--- src/mtb_pkg.sv ---
// Types, constants and codes shared by the millisecond timer bank.
package mtb_pkg;

  localparam int CH_W  = 4;
  localparam int DLY_W = 32;
  localparam int MS_W  = 31;
  localparam int CFG_W = 8;
  localparam int CFG_IDX_W = 1;

  localparam int NUM_PERIODIC_DEF = 16;
  localparam int NUM_ONESHOT_DEF  = 16;

  localparam logic [DLY_W-1:0] WRAP_LIMIT = 32'h7FFF_FFFF;
  localparam logic [MS_W-1:0]  MS_MAX     = 31'h7FFF_FFFF;

  localparam logic [CFG_W-1:0] TICKS_PER_TENTH_RST   = 8'd100;
  localparam logic [CFG_W-1:0] TENTHS_PER_SECOND_RST = 8'd10;

  localparam logic [CFG_IDX_W-1:0] CFG_TICKS_PER_TENTH   = 1'b0;
  localparam logic [CFG_IDX_W-1:0] CFG_TENTHS_PER_SECOND = 1'b1;

  typedef enum logic [2:0] {
    FN_TICK      = 3'd0,
    FN_START     = 3'd1,
    FN_POLL      = 3'd2,
    FN_CLEAR     = 3'd3,
    FN_CLEAR_ALL = 3'd4,
    FN_ONESHOT   = 3'd5,
    FN_RD_TENTH  = 3'd6,
    FN_RD_SECOND = 3'd7
  } func_e;

  typedef enum logic [2:0] {
    S_IDLE,
    S_EXEC,
    S_EMIT,
    S_WRAP_RD,
    S_WRAP_WR
  } state_e;

  typedef struct packed {
    func_e             func;
    logic [CH_W-1:0]   channel;
    logic [DLY_W-1:0]  delay_ms;
  } in_t;

  typedef struct packed {
    logic              fired;
    logic [MS_W-1:0]   ms_now;
  } out_t;

  typedef struct packed {
    logic              active;
    logic [DLY_W-1:0]  period;
    logic [DLY_W-1:0]  deadline;
  } chan_ent_t;

  typedef struct packed {
    logic tick;
    logic clr_tenth;
    logic clr_second;
  } presc_ctrl_t;

  typedef struct packed {
    logic tenth;
    logic second;
  } presc_flags_t;

endpackage

--- src/mtb_ram.sv ---
// Single-port-write, single-port-read memory with per-entry valid bits (invalid reads as zero).
module mtb_ram #(
  parameter int DEPTH = 16,
  parameter int WIDTH = 32,
  localparam int AW = (DEPTH > 1) ? $clog2(DEPTH) : 1
) (
  input  logic             clk,
  input  logic             rst,
  input  logic             clr_all,
  input  logic [AW-1:0]    rd_addr,
  input  logic             wr_en,
  input  logic [AW-1:0]    wr_addr,
  input  logic [WIDTH-1:0] wr_data,
  output logic [WIDTH-1:0] rd_data
);

  logic [WIDTH-1:0] mem [DEPTH];
  logic [DEPTH-1:0] valid;
  logic [WIDTH-1:0] mem_q;
  logic             rd_vld;

  always_ff @(posedge clk) begin
    if (rst) begin
      valid <= '0;
    end else if (clr_all) begin
      valid <= '0;
    end else if (wr_en) begin
      valid[wr_addr] <= 1'b1;
    end
  end

  always_ff @(posedge clk) begin
    if (wr_en) begin
      mem[wr_addr] <= wr_data;
    end
  end

  always_ff @(posedge clk) begin
    mem_q  <= mem[rd_addr];
    rd_vld <= valid[rd_addr];
  end

  assign rd_data = rd_vld ? mem_q : '0;

endmodule

--- src/mtb_prescale.sv ---
// Tick prescaler: tenth-second and second dividers, their flags and config registers.
module mtb_prescale
  import mtb_pkg::*;
(
  input  logic                 clk,
  input  logic                 rst,
  input  logic                 cfg_we,
  input  logic [CFG_IDX_W-1:0] cfg_index,
  input  logic [CFG_W-1:0]     cfg_wdata,
  input  presc_ctrl_t          ctrl,
  output presc_flags_t         flags
);

  logic [CFG_W-1:0] ticks_per_tenth;
  logic [CFG_W-1:0] tenths_per_second;
  logic [CFG_W-1:0] tenth_div;
  logic [CFG_W-1:0] second_div;
  logic             tenth_flag;
  logic             second_flag;
  logic [CFG_W-1:0] tenth_inc;
  logic [CFG_W-1:0] second_inc;

  assign tenth_inc  = tenth_div + 8'd1;
  assign second_inc = second_div + 8'd1;

  always_ff @(posedge clk) begin
    if (rst) begin
      ticks_per_tenth   <= TICKS_PER_TENTH_RST;
      tenths_per_second <= TENTHS_PER_SECOND_RST;
      tenth_div         <= '0;
      second_div        <= '0;
      tenth_flag        <= 1'b0;
      second_flag       <= 1'b0;
    end else begin
      if (cfg_we) begin
        unique case (cfg_index)
          CFG_TICKS_PER_TENTH:   ticks_per_tenth   <= cfg_wdata;
          CFG_TENTHS_PER_SECOND: tenths_per_second <= cfg_wdata;
          default: ;
        endcase
      end
      if (ctrl.tick) begin
        if (tenth_inc >= ticks_per_tenth) begin
          tenth_div  <= '0;
          tenth_flag <= 1'b1;
          if (second_inc >= tenths_per_second) begin
            second_div  <= '0;
            second_flag <= 1'b1;
          end else begin
            second_div <= second_inc;
          end
        end else begin
          tenth_div <= tenth_inc;
        end
      end
      // reads clear the flag; never in the same cycle as a tick
      if (ctrl.clr_tenth) begin
        tenth_flag <= 1'b0;
      end
      if (ctrl.clr_second) begin
        second_flag <= 1'b0;
      end
    end
  end

  assign flags = '{tenth: tenth_flag, second: second_flag};

endmodule

--- src/millisecond_timer_bank.sv ---
// A request is captured into in_q and run in S_EXEC, which loads the output register,
// or S_EMIT does while the output stalls; no request is taken until this one is done
// (memory read, then modify and write back). A tick that wraps the counter then adds
// a deadline sweep: one read and one write per periodic channel in the channel memory.
// Reset (rst, synchronous) clears counter, dividers, flags and all entry valid bits,
// so every channel and one-shot entry reads as zero at once; there is no clearing pass.
module millisecond_timer_bank
  import mtb_pkg::*;
#(
  parameter int NUM_PERIODIC = NUM_PERIODIC_DEF,
  parameter int NUM_ONESHOT  = NUM_ONESHOT_DEF
) (
  input  logic                 clk,
  input  logic                 rst,
  input  logic                 in_valid,
  output logic                 in_stall,
  input  in_t                  in_data,
  output logic                 out_valid,
  input  logic                 out_stall,
  output out_t                 out_data,
  input  logic                 cfg_we,
  input  logic [CFG_IDX_W-1:0] cfg_index,
  input  logic [CFG_W-1:0]     cfg_wdata
);

  localparam int PAW = (NUM_PERIODIC > 1) ? $clog2(NUM_PERIODIC) : 1;
  localparam int OAW = (NUM_ONESHOT > 1) ? $clog2(NUM_ONESHOT) : 1;
  localparam int PDW = $bits(chan_ent_t);
  localparam logic [PAW-1:0] P_LAST = PAW'(NUM_PERIODIC - 1);

  state_e            state, state_next;
  in_t               in_q;
  logic [MS_W-1:0]   ms, ms_next;
  logic              wrap_pend;
  logic [PAW-1:0]    widx;
  out_t              res_q, res_c;
  logic              fired_c;
  logic              wrap_c;
  logic              load_out;

  presc_ctrl_t       pctl;
  presc_flags_t      pflags;

  logic              pclr;
  logic [PAW-1:0]    prd_addr, pwr_addr, p_ch_addr;
  logic              pwr_en;
  chan_ent_t         pwr_data, pr;
  logic [PDW-1:0]    prd_data;

  logic [OAW-1:0]    ord_addr, o_ch_addr;
  logic              owr_en;
  logic [DLY_W-1:0]  owr_data, od;

  logic              ch_p_ok, ch_o_ok;
  logic [DLY_W-1:0]  ms_ext, dly_sum, per_sum, adj;
  logic [MS_W-1:0]   ms_plus;

  assign in_stall  = (state != S_IDLE);
  assign p_ch_addr = PAW'(in_q.channel);
  assign o_ch_addr = OAW'(in_q.channel);
  assign prd_addr  = (state == S_WRAP_RD) ? widx : PAW'(in_data.channel);
  assign ord_addr  = OAW'(in_data.channel);
  assign pr        = chan_ent_t'(prd_data);

  assign ch_p_ok = 32'(in_q.channel) < NUM_PERIODIC;
  assign ch_o_ok = 32'(in_q.channel) < NUM_ONESHOT;
  assign ms_ext  = {1'b0, ms};
  assign dly_sum = ms_ext + in_q.delay_ms;
  assign per_sum = ms_ext + pr.period;
  assign ms_plus = ms + 31'd1;
  assign adj     = (pr.deadline > WRAP_LIMIT) ? (pr.deadline - WRAP_LIMIT) : '0;

  mtb_ram #(
    .DEPTH (NUM_PERIODIC),
    .WIDTH (PDW)
  ) u_pram (
    .clk     (clk),
    .rst     (rst),
    .clr_all (pclr),
    .rd_addr (prd_addr),
    .wr_en   (pwr_en),
    .wr_addr (pwr_addr),
    .wr_data (pwr_data),
    .rd_data (prd_data)
  );

  mtb_ram #(
    .DEPTH (NUM_ONESHOT),
    .WIDTH (DLY_W)
  ) u_oram (
    .clk     (clk),
    .rst     (rst),
    .clr_all (1'b0),
    .rd_addr (ord_addr),
    .wr_en   (owr_en),
    .wr_addr (o_ch_addr),
    .wr_data (owr_data),
    .rd_data (od)
  );

  mtb_prescale u_presc (
    .clk       (clk),
    .rst       (rst),
    .cfg_we    (cfg_we),
    .cfg_index (cfg_index),
    .cfg_wdata (cfg_wdata),
    .ctrl      (pctl),
    .flags     (pflags)
  );

  always_comb begin
    state_next = state;
    pctl       = '0;
    pclr       = 1'b0;
    pwr_en     = 1'b0;
    pwr_addr   = p_ch_addr;
    pwr_data   = pr;
    owr_en     = 1'b0;
    owr_data   = '0;
    ms_next    = ms;
    fired_c    = 1'b0;
    wrap_c     = 1'b0;
    load_out   = 1'b0;

    unique case (state)
      S_IDLE: begin
        if (in_valid) begin
          state_next = S_EXEC;
        end
      end
      S_EXEC: begin
        unique case (in_q.func)
          FN_TICK: begin
            pctl.tick = 1'b1;
            if (ms_plus == MS_MAX) begin
              ms_next = '0;
              wrap_c  = 1'b1;
            end else begin
              ms_next = ms_plus;
            end
          end
          FN_START: begin
            pwr_en   = ch_p_ok;
            pwr_data = '{active: 1'b1, period: in_q.delay_ms, deadline: dly_sum};
          end
          FN_POLL: begin
            if (ch_p_ok && pr.active && (ms_ext >= pr.deadline)) begin
              pwr_en            = 1'b1;
              pwr_data.deadline = per_sum;
              fired_c           = 1'b1;
            end
          end
          FN_CLEAR: begin
            pwr_en   = ch_p_ok;
            pwr_data = '0;
          end
          FN_CLEAR_ALL: begin
            pclr    = 1'b1;
            ms_next = '0;
          end
          FN_ONESHOT: begin
            if (ch_o_ok) begin
              if (od == '0) begin
                owr_en   = 1'b1;
                owr_data = dly_sum;
              end else if (ms_ext >= od) begin
                owr_en   = 1'b1;
                owr_data = '0;
                fired_c  = 1'b1;
              end
            end
          end
          FN_RD_TENTH: begin
            fired_c        = pflags.tenth;
            pctl.clr_tenth = 1'b1;
          end
          FN_RD_SECOND: begin
            fired_c         = pflags.second;
            pctl.clr_second = 1'b1;
          end
          default: ;
        endcase
        load_out = !out_valid || !out_stall;
        if (!load_out) begin
          state_next = S_EMIT;
        end else if (wrap_c) begin
          state_next = S_WRAP_RD;
        end else begin
          state_next = S_IDLE;
        end
      end
      S_EMIT: begin
        load_out = !out_valid || !out_stall;
        if (load_out) begin
          state_next = wrap_pend ? S_WRAP_RD : S_IDLE;
        end
      end
      S_WRAP_RD: begin
        state_next = S_WRAP_WR;
      end
      S_WRAP_WR: begin
        pwr_en            = 1'b1;
        pwr_addr          = widx;
        pwr_data.deadline = adj;
        state_next        = (widx == P_LAST) ? S_IDLE : S_WRAP_RD;
      end
      default: state_next = S_IDLE;
    endcase
  end

  assign res_c = '{fired: fired_c, ms_now: ms_next};

  always_ff @(posedge clk) begin
    if (rst) begin
      state <= S_IDLE;
    end else begin
      state <= state_next;
    end
  end

  always_ff @(posedge clk) begin
    if (rst) begin
      ms        <= '0;
      wrap_pend <= 1'b0;
      widx      <= '0;
      out_valid <= 1'b0;
    end else begin
      ms <= ms_next;
      if (state == S_EXEC) begin
        wrap_pend <= wrap_c;
        widx      <= '0;
      end else if (state == S_WRAP_WR) begin
        widx <= widx + 1'b1;
      end
      if (load_out) begin
        out_valid <= 1'b1;
      end else if (!out_stall) begin
        out_valid <= 1'b0;
      end
    end
  end

  always_ff @(posedge clk) begin
    if (state == S_IDLE && in_valid) begin
      in_q <= in_data;
    end
    if (state == S_EXEC) begin
      res_q <= res_c;
    end
    if (load_out) begin
      out_data <= (state == S_EXEC) ? res_c : res_q;
    end
  end

endmodule

--- config.mk ---
export PLATFORM = sky130hd
export DESIGN_NAME = millisecond_timer_bank
export DESIGN_NICKNAME = d
export VERILOG_FILES = /design/src/mtb_pkg.sv /design/src/mtb_ram.sv /design/src/mtb_prescale.sv /design/src/millisecond_timer_bank.sv
export SDC_FILE = /design/constraint.sdc
export NUM_CORES = 2
export LEC_CHECK = 0
export CAP_MARGIN = 40
export CELL_PAD_IN_SITES_DETAIL_PLACEMENT = 1
export CELL_PAD_IN_SITES_GLOBAL_PLACEMENT = 2
export CORE_ASPECT_RATIO = 0.8
export CORE_MARGIN = 3
export CORE_UTILIZATION = 50
export CTS_CLUSTER_SIZE = 40
export DETAILED_ROUTE_END_ITERATION = 7
export DONT_BUFFER_PORTS = 1
export PLACE_DENSITY = 0.83
export SYNTH_ARGS = -nofsm -noshare
export SYNTH_HDL_FRONTEND = slang
export SYNTH_SLANG_ARGS = --single-unit
--- constraint.sdc ---
create_clock -name clk -period 12.5 [get_ports clk]
set_clock_uncertainty 0.05 [all_clocks]
set_input_delay 1.25 -clock clk [delete_from_list [all_inputs] [get_ports clk]]
set_output_delay 1.25 -clock clk [all_outputs]
set_load 0.005 [all_outputs]
After elaboration in Yosys (flattened, before gate mapping)
Memory sizes are Yosys's and may differ from the RTL's. A register that Yosys moved wholly into a read port is not among the register bits. Index checks and enable logic that the tools add are counted.

Add/sub/neg operators: 7. $lt $le $gt $ge: 11. Eq/ne operators: 16. Mux-type cells: 59. Bitwise logic cells: 3. Reduce and logical (&&, ||, !) cells: 22.

Operators with widths (number): 32-bit 2-to-1 mux (7); 32-bit one-hot mux with 3 select lines (1); 33-bit one-hot mux with 2 select lines (1); 65-bit 2-to-1 mux (1); 31-bit by 32-bit adder with 32-bit output (2); 31-bit by 32-bit greater-or-equal comparator with 1-bit output (2); 32-bit one-hot mux with 2 select lines (1); 31-bit 2-to-1 mux (2); 31-bit one-hot mux with 2 select lines (1); 33-bit 2-to-1 mux (1); 32-bit by 31-bit greater-than comparator with 1-bit output, second input constant (1); 32-bit logical NOT (1); 16-bit bitwise OR (2); 32-bit by 31-bit subtractor with 32-bit output, second input constant (1); 31-bit by 1-bit adder with 31-bit output, second input constant (1); 31-bit == test, second input constant (1); 1-bit 2-to-1 mux (25); 4-bit by 5-bit less-than comparator with 1-bit output, second input constant (4); 8-bit by 1-bit adder with 8-bit output, second input constant (2); 8-bit greater-or-equal comparator (2); 8-bit 2-to-1 mux (2); 3-bit == test, second input constant (5); 3-bit one-hot mux with 5 select lines (1); 3-bit by 2-bit == test with 1-bit output, second input constant (4); 22 further kinds (47).

Register bits after elaboration: 211. Memory bits (writable): 1552. Logic and storage cells: 142. Memories kept: 2.

Memories: u_pram.mem (depth 16, bits a word 65, read ports 1, clocked after Yosys merged registers in 1, wr ports 1, RTL line mtb_ram.sv:17) `logic [WIDTH-1:0] mem [DEPTH];`; u_oram.mem (depth 16, bits a word 32, read ports 1, clocked after Yosys merged registers in 1, wr ports 1, RTL line mtb_ram.sv:17).

Longest topological paths before layout
Word-level depth: 8. Depth in mapped cells: 20.

By module
A second synthesis with hierarchy kept.

Cell total of the unflattened synthesis: 4647. Area, all modules: 77227.8 um^2.

Modules (own cells, without submodules): mtb_ram (u_pram) (times used 1, cells each 1788, area each 41209.5 um^2, sequential area each 32871.5 um^2); mtb_ram (u_oram) (times used 1, cells each 917, area each 20860.0 um^2, sequential area each 16355.7 um^2); millisecond_timer_bank (times used 1, cells each 1701, area each 13197.7 um^2, sequential area each 3573.4 um^2); mtb_prescale (times used 1, cells each 241, area each 1960.6 um^2, sequential area each 680.7 um^2).

Least setup slack after synthesis
Ideal clock, no wire load.

Path kind: reg-to-reg. Start: register u_pram.rd_vld. End: memory u_pram.mem[11][0] (netlist name) (enable). Library setup time: 490 ps. Arrival: 6145 ps. Path slack: 5815 ps. Cell stages (with the launch flop): 16. Path buffers: 6. Period minus slack after synthesis: 6685 ps. Cells stage by stage: dfxtp_1 > buf_2 > clkbuf_1 > clkbuf_1 > buf_1 > clkbuf_1 > nand2_1 > ha_1 > nand3_1 > nor4_1 > nand3_1 > or3_1 > clkbuf_1 > nand3_1 > a41oi_1 > nor2_1.

Cells in the longest elaborated chain, start to end: 8.

RTL lines: start: declaration (RTL line mtb_ram.sv:20) `logic rd_vld;`; start signal: assignment (RTL line mtb_ram.sv:40) `rd_vld <= valid[rd_addr];`; 65-bit 2-to-1 mux * (RTL line mtb_ram.sv:43) `assign rd_data = rd_vld ? mem_q : '0;`; 31-bit by 32-bit greater-or-equal comparator with 1-bit output (RTL line millisecond_timer_bank.sv:147) `if (ch_p_ok && pr.active && (ms_ext >= pr.deadline)) begin`; 1-bit logical AND * (RTL line millisecond_timer_bank.sv:147); 1-bit 2-to-1 mux * (RTL line millisecond_timer_bank.sv:147); 1-bit one-hot mux with 2 select lines * (RTL line millisecond_timer_bank.sv:132) `unique case (in_q.func)`; 1-bit one-hot mux with 2 select lines * (RTL line millisecond_timer_bank.sv:125) `unique case (state)`; 1-bit 2-to-1 mux * (RTL line mtb_ram.sv:33) `if (wr_en) begin`; 1-bit 2-to-1 mux (implied by the code) * (RTL line mtb_ram.sv:34) `mem[wr_addr] <= wr_data;`; end: declaration (RTL line mtb_ram.sv:17).

Every way passes the cells marked *; elsewhere a longest branch is shown, timed or not.

Worst setup path after layout
Start: register u_pram.rd_vld. End: register u_pram.valid[14].

Cells in the longest elaborated chain, start to end: 6.

RTL lines: 65-bit 2-to-1 mux * (RTL line mtb_ram.sv:43); 31-bit by 32-bit greater-or-equal comparator with 1-bit output (RTL line millisecond_timer_bank.sv:147); 1-bit logical AND * (RTL line millisecond_timer_bank.sv:147); 1-bit 2-to-1 mux * (RTL line millisecond_timer_bank.sv:147); 1-bit one-hot mux with 2 select lines * (RTL line millisecond_timer_bank.sv:132); 1-bit one-hot mux with 2 select lines * (RTL line millisecond_timer_bank.sv:125); end signal: assignment (RTL line mtb_ram.sv:24) `valid <= '0;`; end signal: assignment (RTL line mtb_ram.sv:26) `valid <= '0;`; end signal: indexed assignment (RTL line mtb_ram.sv:28) `valid[wr_addr] <= 1'b1;`; end: declaration (RTL line mtb_ram.sv:18) `logic [DEPTH-1:0] valid;`.

Marks and branches as above. A chain may end at the register's enable or synchronous reset.

==> flow_summary.yaml <==
outcome:
  status: "complete, no violations"
routing:
  dr.pass1.iters: 6
  drc: 0
  first_iter_violations: 5865
  totalWireLength_um: 244000
  wl_per_cell_um: 30.1
  vias: 51927
  routed_via_density: 6.41
  ant_nets: 0
power:
  combPwrFrac_pct: 6.5
  power.share.clock_pct: 41.9
  power.leakage_uw: 0.0308
  vdd_ir_drop_max_mv: 0.138
  cellPowerDensity_nw_per_um2: 152
  power_switching_uw: 3100
  p_seq_share_pct: 51.6
  p_int_uw: 10400
  power_switching_share_pct: 23.0
synth:
  ys_ff_latch: 1860
  yosysWarnings: 0
  synth-edff-count: 1623
  synth.top_cell.area_share_pct: 61.6
  syn_area_um2: 79100
  yosys-top-cells-area: "edfxtp_1 (62%), dfxtp_1 (6.0%), mux4_2 (4.7%)"
  ys_seq_area_share_pct: 67.6
  synth-main-ff-cell: "edfxtp_1"
  syn-num-nets: 6039
  yosys.area.top_type: "edfxtp_1"
  synth_area_per_cell_um2: 13.6
  async_flop_share_pct: 0
  netlist-cell-type-count: 90
  synth_cells: 5838
sta:
  hold_viol_final: 0
  drv_slew: 0
  fin_setup_tns_ns: 0
  tightest_slew_ns: 1.03
  setup_viol: 0
  fin_ws_ns: 6.41
  post-route-min-period_ns: 6.09
  slew_headroom_pct: 31.4
  fmax_mhz: 164
  finalCritPeriodShare_pct: 48.7
  rsz0062_at_grt: "no"
placed_design:
  place_ws_ns: 6.47
  globalplace.congestion: 0.929
  place_inst: 7759
  io_buffers: 0
  hpwlAfterDp_um: 150000
global_routing:
  grt_max_degree: 166
  grt_pass1_vias: 52252
  grt-ovfl-total: 0
  met1_usage_pct: 44.3
  met3_usage_pct: 6.12
  grt_pass1_wl_um: 359000
  use_met2_pct: 44.4
  antenna_found_initial: 13
  gr-usage-all-layers_pct: 29.6
  grt_busiest_layer: "met2"
clock_network:
  cts_buffer_depth: 3
  cts.repair.resized: 0
  cts_root_buf: "clkbuf_16"
  cts_hold_repair.buffers: 0
  clock-sinks: 1860
  clk_pin_slew_worst_paths_ns: 0.06
  post_cts_buffers: 0
  clk_latency_ns: 0.83
  ctsHtreeMaxLevel: 4
  tritoncts.num_buffers: 181
  cts_tree: "yes"
setup_path:
  worstSetupPathType: "flip-flop to flip-flop"
  worst_ep_required_time_ns: 13.16
  startpoint_type: "flip-flop"
  arrival_ns: 6.75
  end_kind: "flip-flop"
  cp_max_fo: 63
final_layout:
  drive_gt1_share_pct: 12.3
  syn2layout_area_growth_pct: 12.1
  final_cells: 8102
  final_nets: 6053
job:
  cap_violations: 0
die:
  initial_core_util_pct: 50.7
  core_area_um2: 156000
  die-area_um2: 163000
  rows: 129
  fp.dieH_um: 362
  die_w_um: 451
  pin_count: 87
worst_hold_path:
  hold_class: "flip-flop to flip-flop"
-- power by group through the flow --
stage	combinational (uW)	sequential, uW	clock [uW]
after detailed placement	858	7080	0
after floorplan	526	7040	0
after global placement	816	7080	0
after CTS	865	6950	5720
final	875	6950	5650
after global routing	943	6950	6000
-- worst max-delay path: stages, from the launching register on --
cell and delay [ns]:
dfxtp_4 0.56, buf_4 0.62, nand2_1 0.37, ha_1 0.41, a21o_1 0.19, a21oi_1 0.18, nand2_1 0.10, a2111oi_0 0.62
or3_1 0.29, nand3_1 0.36, a32oi_1 0.97, nor2_4 0.06, buf_4 0.29, buf_4 0.44, o21a_1 0.30
-- registers in the layout, indices dropped and copies added, names as in the netlist, 16 cells and up --
register      cells
u_pram.mem     1040
u_oram.valid     16
u_pram.valid     16
u_oram.mem_q     32
u_oram.mem      512
out_data         32
ms               31
res_q            32
in_q             35
u_pram.mem_q     65
-- final timing paths --
check | startpoint | end | slack, ns | cells past startpoint
max | u_pram.rd_vld | u_pram.valid[14] | 6.41 | 14
min | u_presc.ticks_per_tenth[3] | u_presc.ticks_per_tenth[3] | 0.40 | 2
max reg2reg | u_pram.rd_vld | u_pram.valid[14] | 6.41 | 14
min reg2reg | u_presc.ticks_per_tenth[3] | u_presc.ticks_per_tenth[3] | 0.40 | 2
-- synth_stat cells (all sizes together), types with 12 or more instances --
| cell | number |
|---|---|
| o21bai | 12 |
| o31ai | 30 |
| nand2 | 820 |
| nand2b | 16 |
| nor4 | 22 |
| buf | 74 |
| xnor2 | 44 |
| nor3 | 79 |
| dfxtp | 237 |
| or3 | 29 |
| edfxtp | 1623 |
| ha | 146 |
| nand3 | 82 |
| clkbuf | 313 |
| o22ai | 17 |
| nand4 | 31 |
| a31oi | 163 |
| nand3b | 34 |
| a21oi | 317 |
| a311oi | 137 |
| mux2i | 15 |
| nor2b | 22 |
| o21a | 28 |
| and2 | 280 |
| xor2 | 30 |
| o2bb2ai | 15 |
| and3 | 35 |
| mux4 | 165 |
| o211ai | 25 |
| o21ai | 204 |
| a211oi | 344 |
| a21o | 40 |
| inv | 89 |
| nor2 | 197 |
-- placed cells by master, fill, tap and decap left out, types with 19 or more instances in the layout --
cell / Yosys / routed
a211oi_1: 344 / 344
a21o_1: 40 / 40
a21oi_1: 317 / 315
a311oi_1: 137 / 137
a31oi_1: 163 / 161
and2_1: 265 / 265
and3_1: 35 / 34
buf_4: 6 / 193
clkbuf_1: 312 / 41
clkbuf_16: 0 / 184
clkbuf_8: 0 / 25
clkinv_1: 0 / 23
clkinv_2: 0 / 20
dfxtp_1: 237 / 236
edfxtp_1: 1623 / 1623
ha_1: 146 / 146
inv_1: 89 / 89
mux4_2: 165 / 165
nand2_1: 819 / 817
nand3_1: 81 / 81
nand3b_1: 34 / 34
nand4_1: 30 / 30
nor2_1: 195 / 176
nor2b_1: 22 / 22
nor3_1: 79 / 62
nor4_1: 19 / 19
o211ai_1: 24 / 24
o21a_1: 28 / 28
o21ai_0: 187 / 172
o21ai_1: 17 / 28
o31ai_1: 30 / 30
or3_1: 29 / 29
xnor2_1: 44 / 44
xor2_1: 30 / 30
-- metal layers --
metal	routed length (um)	part of all wire [%]
met3	20400	8.4
met2	109000	45
met5	64	0.026
met1	109000	44
met4	6070	2.5
-- cells by family after synthesis --
| group | after synthesis | synth area share (%) |
|---|---|---|
| buf+inv | 476 | 2.32 |
| xor+xnor | 74 | 0.819 |
| flops | 1860 | 67.6 |
| simple gates | 1679 | 10.0 |
| fa+ha+maj | 148 | 2.36 |
| mux | 186 | 4.97 |
| compound gates | 1415 | 11.9 |
-- stage by stage --
stage	hold WS [ns]	total power, uW	area, um2	util (%)
6_report	0.403	13500	88700	56.9
3_5_place_dp	0.393	7940	82500	52.9
2_1_floorplan	0.365	7570	79100	-
4_1_cts	0.386	13500	88600	56.9
5_1_grt	0.410	13900	88700	56.9
3_3_place_gp	0.383	7890	81900	52.5
-- layout make-up --
| type | instances | area, um2 |
|---|---|---|
| Multi-Input combinational cell | 3502 | 24200 |
| Fill cell | 14989 | 67200 |
| Sequential cell | 1860 | 53500 |
| Inverter | 89 | 334 |
| Timing Repair Buffer | 218 | 1970 |
| Clock buffer | 250 | 5100 |
| Antenna cell | 4 | 10.0 |
| Tap cell | 2096 | 2620 |
| Clock inverter | 83 | 1020 |
(Power assumes the default switching activity.)
